$ cat config.mk
export PLATFORM = sky130hd
export DESIGN_NAME = dh_forward_kinematics_chain
export DESIGN_NICKNAME = d
export VERILOG_FILES = /design/src/rtl/core/dhfk_pkg.sv /design/src/rtl/core/dhfk_cordic.sv /design/src/rtl/core/dh_forward_kinematics_chain.sv
export SDC_FILE = /design/constraint.sdc
export NUM_CORES = 2
export LEC_CHECK = 0
export BUFFER_PORTS_ARGS = -buffer_cell sky130_fd_sc_hd__buf_2
export CORE_ASPECT_RATIO = 0.6
export CORE_MARGIN = 3
export CORE_UTILIZATION = 50
export CTS_CLUSTER_DIAMETER = 120
export CTS_CLUSTER_SIZE = 8
export DETAILED_ROUTE_END_ITERATION = 12
export PLACE_DENSITY = 0.7
export SETUP_SLACK_MARGIN = 0.3
export SKIP_CTS_REPAIR_TIMING = 1
export SLEW_MARGIN = 5
export SYNTH_ARGS = -nofsm -noshare
export SYNTH_HDL_FRONTEND = slang
export SYNTH_SLANG_ARGS = --single-unit
$ cat constraint.sdc
create_clock -name clk -period 18.4 [get_ports clk]
set_input_delay 5.52 -clock clk [delete_from_list [all_inputs] [get_ports clk]]
set_output_delay 5.52 -clock clk [all_outputs]
set_load 0.02 [all_outputs]
$ cat src/rtl/core/dhfk_pkg.sv
// ----------------------------------------------------------------------------
// dhfk_pkg
// Types, fixed-point constants and helpers shared by the DH kinematics block.
// ----------------------------------------------------------------------------
package dhfk_pkg;

	localparam int ATAN_ENTRIES = 24;
	localparam int ITER_W = 5;

	typedef logic signed [17:0] rot_t;
	typedef logic signed [31:0] q16_t;
	typedef logic signed [32:0] ext_t;
	typedef logic signed [50:0] prod_t;
	typedef logic signed [52:0] acc_t;

	localparam rot_t ONE_Q16 = 18'sd65536;
	localparam rot_t ROT_MAX = 18'sd131071;
	localparam rot_t ROT_MIN = -18'sd131072;
	localparam logic signed [32:0] CORDIC_GAIN_Q30 = 33'sd652032875;

	// arctan(2^-i), 2^32 per turn
	localparam logic [63:0] ATAN_TURN32 [ATAN_ENTRIES] = '{
		64'd536870912, 64'd316933406, 64'd167458907, 64'd85004756,
		64'd42667331, 64'd21354465, 64'd10679838, 64'd5340245,
		64'd2670163, 64'd1335087, 64'd667544, 64'd333772,
		64'd166886, 64'd83443, 64'd41722, 64'd20861,
		64'd10430, 64'd5215, 64'd2608, 64'd1304,
		64'd652, 64'd326, 64'd163, 64'd81
	};

	// round half up by 16 bits
	function automatic logic signed [36:0] rnd16(input acc_t v);
		acc_t t;
		begin
			t = v + 53'sd32768;
			rnd16 = 37'(t >>> 16);
		end
	endfunction

	function automatic rot_t sat18(input logic signed [37:0] v);
		begin
			if (v > 38'sd131071) sat18 = ROT_MAX;
			else if (v < -38'sd131072) sat18 = ROT_MIN;
			else sat18 = v[17:0];
		end
	endfunction

	function automatic q16_t sat32(input logic signed [37:0] v);
		begin
			if (v > 38'sd2147483647) sat32 = 32'sh7FFFFFFF;
			else if (v < -38'sd2147483648) sat32 = 32'sh80000000;
			else sat32 = v[31:0];
		end
	endfunction

endpackage

$ cat src/rtl/core/dhfk_cordic.sv
// ----------------------------------------------------------------------------
// dhfk_cordic
// Iterative rotation-mode CORDIC: one micro-rotation per cycle, Q.16 cos/sin.
// ----------------------------------------------------------------------------
module dhfk_cordic #(
	parameter int ANGLE_BITS = 16,
	parameter int CORDIC_ITERATIONS = 16
) (
	input  logic clk,
	input  logic arst_n,
	input  logic start,
	input  logic [15:0] angle,
	output logic done,
	output dhfk_pkg::rot_t cos_o,
	output dhfk_pkg::rot_t sin_o
);
	import dhfk_pkg::*;

	localparam int ZW = ANGLE_BITS + 2;
	localparam logic [ITER_W-1:0] LAST_I = ITER_W'(CORDIC_ITERATIONS - 1);

	logic busy_q, done_q, neg_q;
	logic [ITER_W-1:0] i_q;
	logic signed [32:0] x_q, y_q;
	logic signed [ZW-1:0] z_q;

	logic [ANGLE_BITS+15:0] scl_w;
	logic signed [ZW-1:0] z0_w, zf_w, quarter_w, half_w, step_w;
	logic neg0_w;
	logic [63:0] step64_w;
	logic signed [34:0] xn_w, yn_w, xr_w, yr_w;

	always_comb begin
		scl_w = {angle, ANGLE_BITS'(0)};
		z0_w = ZW'($signed(scl_w[ANGLE_BITS+15:16]));
		quarter_w = ZW'(1) <<< (ANGLE_BITS - 2);
		half_w = ZW'(1) <<< (ANGLE_BITS - 1);
		// fold into plus/minus a quarter turn
		zf_w = z0_w;
		neg0_w = 1'b0;
		if (z0_w > quarter_w) begin
			zf_w = z0_w - half_w;
			neg0_w = 1'b1;
		end else if (z0_w < -quarter_w) begin
			zf_w = z0_w + half_w;
			neg0_w = 1'b1;
		end
		step64_w = (ATAN_TURN32[i_q] + (64'd1 << (31 - ANGLE_BITS))) >> (32 - ANGLE_BITS);
		step_w = ZW'(step64_w[ANGLE_BITS-1:0]);
	end

	always_ff @(posedge clk or negedge arst_n) begin
		if (!arst_n) begin
			busy_q <= 1'b0;
			done_q <= 1'b0;
		end else begin
			done_q <= 1'b0;
			if (start) begin
				busy_q <= 1'b1;
			end else if (busy_q && i_q == LAST_I) begin
				busy_q <= 1'b0;
				done_q <= 1'b1;
			end
		end
	end

	always_ff @(posedge clk) begin
		if (start) begin
			x_q <= CORDIC_GAIN_Q30;
			y_q <= '0;
			z_q <= zf_w;
			neg_q <= neg0_w;
			i_q <= '0;
		end else if (busy_q) begin
			if (!z_q[ZW-1]) begin
				x_q <= x_q - (y_q >>> i_q);
				y_q <= y_q + (x_q >>> i_q);
				z_q <= z_q - step_w;
			end else begin
				x_q <= x_q + (y_q >>> i_q);
				y_q <= y_q - (x_q >>> i_q);
				z_q <= z_q + step_w;
			end
			i_q <= i_q + ITER_W'(1);
		end
	end

	always_comb begin
		xn_w = neg_q ? -35'(x_q) : 35'(x_q);
		yn_w = neg_q ? -35'(y_q) : 35'(y_q);
		xr_w = (xn_w + 35'sd8192) >>> 14;
		yr_w = (yn_w + 35'sd8192) >>> 14;
		if (xr_w > 35'sd65536) cos_o = ONE_Q16;
		else if (xr_w < -35'sd65536) cos_o = -ONE_Q16;
		else cos_o = xr_w[17:0];
		if (yr_w > 35'sd65536) sin_o = ONE_Q16;
		else if (yr_w < -35'sd65536) sin_o = -ONE_Q16;
		else sin_o = yr_w[17:0];
	end

	assign done = done_q;

	a_done_idle: assert property (@(posedge clk) disable iff (!arst_n)
		done_q |-> !busy_q) else $error("cordic done while busy");
	a_start_busy: assert property (@(posedge clk) disable iff (!arst_n)
		start |=> busy_q) else $error("cordic did not start");
	a_no_restart: assert property (@(posedge clk) disable iff (!arst_n)
		busy_q |-> !start) else $error("cordic restarted while busy");

endmodule

$ cat src/rtl/core/dh_forward_kinematics_chain.sv
// ----------------------------------------------------------------------------
// dh_forward_kinematics_chain
// Denavit-Hartenberg forward kinematics, one joint per item, frame out as rows.
// ----------------------------------------------------------------------------
//  channel | direction | handshake           | payload
//  in      | input     | in_valid/in_ready   | joint value, a, alpha, d, theta, flags
//  out     | output    | out_valid/out_ready | row index, 3 rotation cols, translation
//
// Each joint is accepted, runs the CORDIC on theta and then on alpha, forms the
// link products and then the 3x4 product, and leaves as three rows; the shared
// 18x33 multiplier runs one multiply, then one accumulate.
// Reset loads the identity frame. in_ready is high only when idle; the three
// rows wait in the output register for out_ready, and the next joint is
// taken after row 2 leaves.
module dh_forward_kinematics_chain #(
	parameter int ANGLE_BITS = 16,
	parameter int CORDIC_ITERATIONS = 16
) (
	input  logic clk,
	input  logic arst_n,
	input  logic in_valid,
	output logic in_ready,
	input  logic signed [31:0] joint_value,
	input  logic signed [31:0] link_length_a,
	input  logic [15:0] link_twist_alpha,
	input  logic signed [31:0] link_offset_d,
	input  logic [15:0] link_angle_theta,
	input  logic is_prismatic,
	input  logic last_joint,
	output logic out_valid,
	input  logic out_ready,
	output logic [1:0] row_index,
	output logic signed [17:0] rot_col0,
	output logic signed [17:0] rot_col1,
	output logic signed [17:0] rot_col2,
	output logic signed [31:0] translation,
	output logic last_row,
	output logic end_of_chain
);
	import dhfk_pkg::*;

	typedef enum logic [7:0] {
		ST_IDLE = 8'b0000_0001,
		ST_CORT = 8'b0000_0010,
		ST_CORA = 8'b0000_0100,
		ST_LMUL = 8'b0000_1000,
		ST_LACC = 8'b0001_0000,
		ST_MMUL = 8'b0010_0000,
		ST_MACC = 8'b0100_0000,
		ST_OUT  = 8'b1000_0000
	} state_t;

	state_t state_q;
	logic start_q, last_q;
	q16_t a_q, d_q;
	logic [15:0] alpha_q, theta_q;
	rot_t ct_q, st_q, ca_q, sa_q;
	rot_t rel1_q, rel2_q, rel4_q, rel5_q;
	ext_t p0_q, p1_q;
	rot_t rr_q [9];
	q16_t rt_q [3];
	rot_t nr_q [9];
	q16_t nt_q [3];
	prod_t prod_q;
	acc_t acc_q;
	logic [2:0] op_q;
	logic [1:0] r_q, c_q, k_q, row_q;

	logic cor_done;
	rot_t cor_cos, cor_sin;
	logic signed [32:0] dsum_w;
	rot_t rel_w [9];
	rot_t opa_w;
	ext_t opb_w;
	acc_t acc_w;
	logic signed [36:0] rnd_w;
	logic [3:0] ra_w, rb_w, ro_w;

	dhfk_cordic #(
		.ANGLE_BITS(ANGLE_BITS),
		.CORDIC_ITERATIONS(CORDIC_ITERATIONS)
	) u_cordic (
		.clk(clk),
		.arst_n(arst_n),
		.start(start_q),
		.angle((state_q == ST_CORT) ? theta_q : alpha_q),
		.done(cor_done),
		.cos_o(cor_cos),
		.sin_o(cor_sin)
	);

	// link transform, column 3 is p
	always_comb begin
		rel_w[0] = ct_q;   rel_w[1] = rel1_q; rel_w[2] = rel2_q;
		rel_w[3] = st_q;   rel_w[4] = rel4_q; rel_w[5] = rel5_q;
		rel_w[6] = '0;     rel_w[7] = sa_q;   rel_w[8] = ca_q;
		ra_w = 4'(r_q) * 4'd3 + 4'(k_q);
		rb_w = 4'(k_q) * 4'd3 + 4'(c_q);
		ro_w = 4'(r_q) * 4'd3 + 4'(c_q);
		opa_w = rr_q[ra_w];
		opb_w = 33'(rel_w[rb_w]);
		if (state_q == ST_LMUL) begin
			case (op_q)
				3'd0: begin opa_w = st_q; opb_w = 33'(ca_q); end
				3'd1: begin opa_w = st_q; opb_w = 33'(sa_q); end
				3'd2: begin opa_w = ct_q; opb_w = 33'(ca_q); end
				3'd3: begin opa_w = ct_q; opb_w = 33'(sa_q); end
				3'd4: begin opa_w = ct_q; opb_w = 33'(a_q); end
				default: begin opa_w = st_q; opb_w = 33'(a_q); end
			endcase
		end else if (c_q == 2'd3) begin
			case (k_q)
				2'd0: opb_w = p0_q;
				2'd1: opb_w = p1_q;
				default: opb_w = 33'(d_q);
			endcase
		end
		acc_w = ((state_q == ST_MACC && k_q != 2'd0) ? acc_q : '0) + 53'(prod_q);
		rnd_w = rnd16(acc_w);
		dsum_w = 33'(link_offset_d) + 33'(joint_value);
	end

	always_ff @(posedge clk or negedge arst_n) begin
		if (!arst_n) begin
			state_q <= ST_IDLE;
			start_q <= 1'b0;
			op_q <= '0;
			r_q <= '0;
			c_q <= '0;
			k_q <= '0;
			row_q <= '0;
			for (int i = 0; i < 9; i++) rr_q[i] <= (i % 4 == 0) ? ONE_Q16 : '0;
			for (int i = 0; i < 3; i++) rt_q[i] <= '0;
		end else begin
			start_q <= 1'b0;
			case (state_q)
				ST_IDLE: begin
					if (in_valid) begin
						start_q <= 1'b1;
						state_q <= ST_CORT;
					end
				end
				ST_CORT: begin
					if (cor_done) begin
						start_q <= 1'b1;
						state_q <= ST_CORA;
					end
				end
				ST_CORA: begin
					if (cor_done) begin
						op_q <= '0;
						state_q <= ST_LMUL;
					end
				end
				ST_LMUL: state_q <= ST_LACC;
				ST_LACC: begin
					// advance link products, then the 3x4 product
					if (op_q == 3'd5) begin
						r_q <= '0;
						c_q <= '0;
						k_q <= '0;
						state_q <= ST_MMUL;
					end else begin
						op_q <= op_q + 3'd1;
						state_q <= ST_LMUL;
					end
				end
				ST_MMUL: state_q <= ST_MACC;
				ST_MACC: begin
					state_q <= ST_MMUL;
					if (k_q != 2'd2) begin
						k_q <= k_q + 2'd1;
					end else begin
						k_q <= '0;
						if (c_q != 2'd3) begin
							c_q <= c_q + 2'd1;
						end else begin
							c_q <= '0;
							if (r_q != 2'd2) begin
								r_q <= r_q + 2'd1;
							end else begin
								row_q <= '0;
								state_q <= ST_OUT;
							end
						end
					end
				end
				ST_OUT: begin
					if (out_ready) begin
						if (row_q == 2'd2) begin
							// commit the new frame, or drop back to identity
							for (int i = 0; i < 9; i++)
								rr_q[i] <= last_q ? ((i % 4 == 0) ? ONE_Q16 : '0) : nr_q[i];
							for (int i = 0; i < 3; i++)
								rt_q[i] <= last_q ? '0 : nt_q[i];
							state_q <= ST_IDLE;
						end else begin
							row_q <= row_q + 2'd1;
						end
					end
				end
				default: state_q <= ST_IDLE;
			endcase
		end
	end

	// datapath registers
	always_ff @(posedge clk) begin
		if (state_q == ST_IDLE && in_valid) begin
			a_q <= link_length_a;
			alpha_q <= link_twist_alpha;
			last_q <= last_joint;
			if (is_prismatic) begin
				d_q <= sat32(38'(dsum_w));
				theta_q <= link_angle_theta;
			end else begin
				d_q <= link_offset_d;
				theta_q <= link_angle_theta + joint_value[15:0];
			end
		end
		if (state_q == ST_CORT && cor_done) begin
			ct_q <= cor_cos;
			st_q <= cor_sin;
		end
		if (state_q == ST_CORA && cor_done) begin
			ca_q <= cor_cos;
			sa_q <= cor_sin;
		end
		if (state_q == ST_LMUL || state_q == ST_MMUL)
			prod_q <= prod_t'(opa_w) * prod_t'(opb_w);
		if (state_q == ST_LACC) begin
			case (op_q)
				3'd0: rel1_q <= -rnd_w[17:0];
				3'd1: rel2_q <= rnd_w[17:0];
				3'd2: rel4_q <= rnd_w[17:0];
				3'd3: rel5_q <= -rnd_w[17:0];
				3'd4: p0_q <= rnd_w[32:0];
				default: p1_q <= rnd_w[32:0];
			endcase
		end
		if (state_q == ST_MACC) begin
			acc_q <= acc_w;
			if (k_q == 2'd2) begin
				if (c_q == 2'd3)
					nt_q[r_q] <= sat32(38'(rnd_w) + 38'(rt_q[r_q]));
				else
					nr_q[ro_w] <= sat18(38'(rnd_w));
			end
		end
	end

	assign in_ready = (state_q == ST_IDLE);
	assign out_valid = (state_q == ST_OUT);
	assign row_index = row_q;
	assign rot_col0 = nr_q[4'(row_q) * 4'd3];
	assign rot_col1 = nr_q[4'(row_q) * 4'd3 + 4'd1];
	assign rot_col2 = nr_q[4'(row_q) * 4'd3 + 4'd2];
	assign translation = nt_q[row_q];
	assign last_row = (row_q == 2'd2);
	assign end_of_chain = last_q;

	a_accept_start: assert property (@(posedge clk) disable iff (!arst_n)
		(in_valid && in_ready) |=> (state_q == ST_CORT && start_q))
		else $error("joint accepted without starting cordic");
	a_row_range: assert property (@(posedge clk) disable iff (!arst_n)
		out_valid |-> row_q != 2'd3) else $error("row index out of range");
	a_last_return: assert property (@(posedge clk) disable iff (!arst_n)
		(out_valid && out_ready && row_q == 2'd2) |=> in_ready)
		else $error("not idle after last row");
	a_ready_excl: assert property (@(posedge clk) disable iff (!arst_n)
		!(in_ready && out_valid)) else $error("input ready while rows pending");

endmodule
==> results_dict.tcl <==
set metrics [dict create \
    yosysTopAreaCell "edfxtp_1" \
    grt_pass1_wl_microns 446000 \
    status "finished, final reports clean" \
    cts_buffer_depth 4 \
    internal_power_w 0.00996 \
    post-route-period-util_pct 66.7 \
    nFillCells 15200 \
    hold_class "flop to flop" \
    drt_iter0_drc 8693 \
    start_kind "flop" \
    grt-ovfl-total 0 \
    dp.final_hpwl_microns 215000 \
    core_area_sq_um 182000 \
    combPwrFrac_pct 62.3 \
    arrival_ns 12.83 \
    io_pins 226 \
    firstDrtPassIters 6 \
    cts_buffers 175 \
    drive_above_1_share_pct 13.4 \
    async_flop_share_pct 23.4 \
    vias 71100 \
    critPathMaxStageDelay_ns 0.73 \
    drc 0 \
    crit_path_end_kind "flop" \
    cp_common_cell "inv_1" \
    power_per_cell_area_nw_per_um2 177 \
    fin_crit_ns 12.28 \
    min_from "rr_q[60]" \
    die_x_microns 561 \
    syn_area_per_cell_sq_um 10.6 \
    skew_ns 0.0773 \
    hold_ws_ns 0.459 \
    max_slew.worst_pin.slew_ns 1.28 \
    yosysSeqAreaShare_pct 36.6 \
    crit_required_ns 18.95 \
    rsz0062_at_grt "no" \
    grt_use_total_pct 30.8 \
    switching_share_pct 44.5 \
    critical_path_class "flop to flop" \
    clkTransAtPathRegs_ns 0.05 \
    leakage_nw 42.0 \
    seq_power_share_pct 21.1 \
    cts_max_level 4 \
    worstSkewPairLatency_ns 0.83 \
    synth.area.top_cells "edfxtp_1 28%, fa_1 13%, mux4_2 9.0%" \
    routed_wl_microns 296000 \
    portBuffers 225 \
    via_per_inst 6.23 \
    synthCells 8750 \
    syn_to_final_growth_pct 9.71 \
    instances_no_fill 11400 \
    power_w 0.0179 \
    timing.rr.start "r_q[1]" \
    grt_max_degree 134 \
    dp.cells 11100 \
    use_met3_pct 14.6 \
    grt_pass1_vias 69600 \
    crit_slowest_cell "a21boi_0" \
    finalMaxSlewViolations 0 \
    synth_top_area_share_pct 27.5 \
    yosys_warnings 0 \
    drv_cap 0 \
    busiest_layer "met1" \
    dieArea_sq_um 190000 \
    gp_congestion 1.00 \
    syn-num-nets 9844 \
    report.final.hold_viol_count 0 \
    hold_path_end "rr_q[60]" \
    p_sw_w 0.00799 \
    p_clk_share_pct 16.6 \
    ant_nets 0 \
    cts_tree "done" \
    timing.fmax_ghz 0.0814 \
    synth.cell_area_sq_um 92300 \
    setup_violations 0 \
    ff2ff_path_depth 41 \
    die-height_microns 339 \
    ys_types 114 \
    reg2reg_setup_slack_ns 6.12 \
    initial_core_util_pct 50.6 \
    final_nets 9914 \
    fin_tns_setup_ns 0 \
    synth-edff-count 846 \
    cts_root_buf "clkbuf_16" \
    min_path_cells 2 \
    fp-row-count 121 \
    cts_sinks 1197 \
    detail_route.wl_per_cell_microns 26.0 \
    max_slew_margin_pct 14.5 \
    ys_ff_latch 1197 \
    timing.rr.end "prod_q[47]" \
    path_max_fanout 38 \
    yosys_most_used_dff "edfxtp_1" \
    antenna_found_initial 20 \
    irDropWorstVdd_mv 0.231 \
    met2_usage_pct 41.2 \
    grt_use_met1_pct 45.0 \
]
how the worst max path moves through the flow:
stage / start / end / slack [ns] / cells after the start
3_5_place_dp: r_q[1] / prod_q[47] / 6.38 / 41
2_1_floorplan: r_q[1] / prod_q[47] / 7.23 / 45
6_report: r_q[1] / prod_q[47] / 6.12 / 41
4_1_cts: r_q[1] / prod_q[47] / 6.33 / 41
5_1_grt: r_q[1] / prod_q[47] / 5.66 / 40
3_3_place_gp: r_q[1] / prod_q[47] / 6.58 / 41
area by class of cell:
class / instances / area (sq um) / area share (%)
inverter: 786 / 2950 / 2.91
sequential: 1197 / 33900 / 33.4
clock inverter: 6 / 62.6 / 0.0618
clock buffer: 279 / 4810 / 4.75
tap: 2460 / 3080 / 3.04
antenna: 13 / 32.5 / 0.0321
multi-input combinational: 6272 / 54100 / 53.4
timing repair buffer: 388 / 2370 / 2.34
metrics by stage:
stage	setup slack [ns]	utilization [%]	area [sq um]
after CTS	6.33	55.5	101000
after detailed placement	6.38	52.8	96400
final	6.12	55.5	101000
after global placement	6.58	52.8	96400
after global routing	5.66	55.5	101000
after floorplan	7.23	-	92300
cell families after synthesis:
family / Yosys count / synth area share [%]
adders and majority gates: 960 / 17.7
DFF: 1197 / 36.6
and+or+nand+nor: 2972 / 15.2
AOI/OAI and AO/OA: 1288 / 9.11
muxes: 624 / 11.8
xor gates and xnor gates: 428 / 4.16
buffers and inverters: 1281 / 5.27
worst max-delay path: cells and delay by family, from the launching register on:
kind                     cells  cell delay (ns)
AO/OA/AOI/OAI               17             4.45
flip-flops                   1             0.34
XOR/XNOR                     1             0.14
multiplexers                 2             0.93
adder cells (fa/ha/maj)     10             3.81
AND/OR/NAND/NOR              2             0.29
buffers and inverters        9             2.03
metal layers:
metal,wire length [microns],share of wire (%)
met4,6870,2.3
met1,123000,42
met3,48700,16
met2,117000,39
met5,609,0.21
synth_stat cells (all sizes together) (93+ instances only):
cell type,instances
mux4,367
o21ai,319
nand2,1405
clkbuf,394
mux2i,175
nand3b,261
ha,379
nor3,104
a21oi,348
and2,139
edfxtp,846
xor2,140
nor2b,93
dfrtp,276
buf,101
nand3,140
fa,581
inv,782
nor2,504
xnor2,287
layout by cell type, fill, tap and decap left out, types with 102 or more instances in the layout:
cell,synthesis,layout
a21oi_1,345,329
and2_1,139,136
buf_2,21,224
buf_4,3,162
clkbuf_1,393,102
clkbuf_16,0,177
dfrtp_1,276,271
edfxtp_1,846,846
fa_1,581,580
ha_1,379,373
inv_1,782,781
mux2i_1,175,173
mux4_2,367,367
nand2_1,1403,1402
nand3_1,137,137
nand3b_1,261,261
nor2_1,504,484
o21ai_0,279,272
xnor2_1,281,269
xor2_1,136,130
flip-flops by register name (all words and copies together) (netlist names), 33 cells and up:
| register | flops |
|---|---|
| u_cordic.y_q | 33 |
| p1_q | 33 |
| acc_q | 53 |
| u_cordic.x_q | 33 |
| nt_q | 128 |
| nr_q | 288 |
| prod_q | 51 |
| p0_q | 33 |
| rt_q | 96 |
| rr_q | 162 |
power by group through the flow:
stage / registers (W) / logic [W] / clock network, W
final: 0.00379 / 0.0112 / 0.00297
after global routing: 0.00382 / 0.0123 / 0.00313
after CTS: 0.00377 / 0.0110 / 0.00301
after detailed placement: 0.00382 / 0.0109 / 0
after global placement: 0.00381 / 0.0107 / 0
after floorplan: 0.00356 / 0.00837 / 0
No activity file was read; power rests on OpenSTA's default activity.
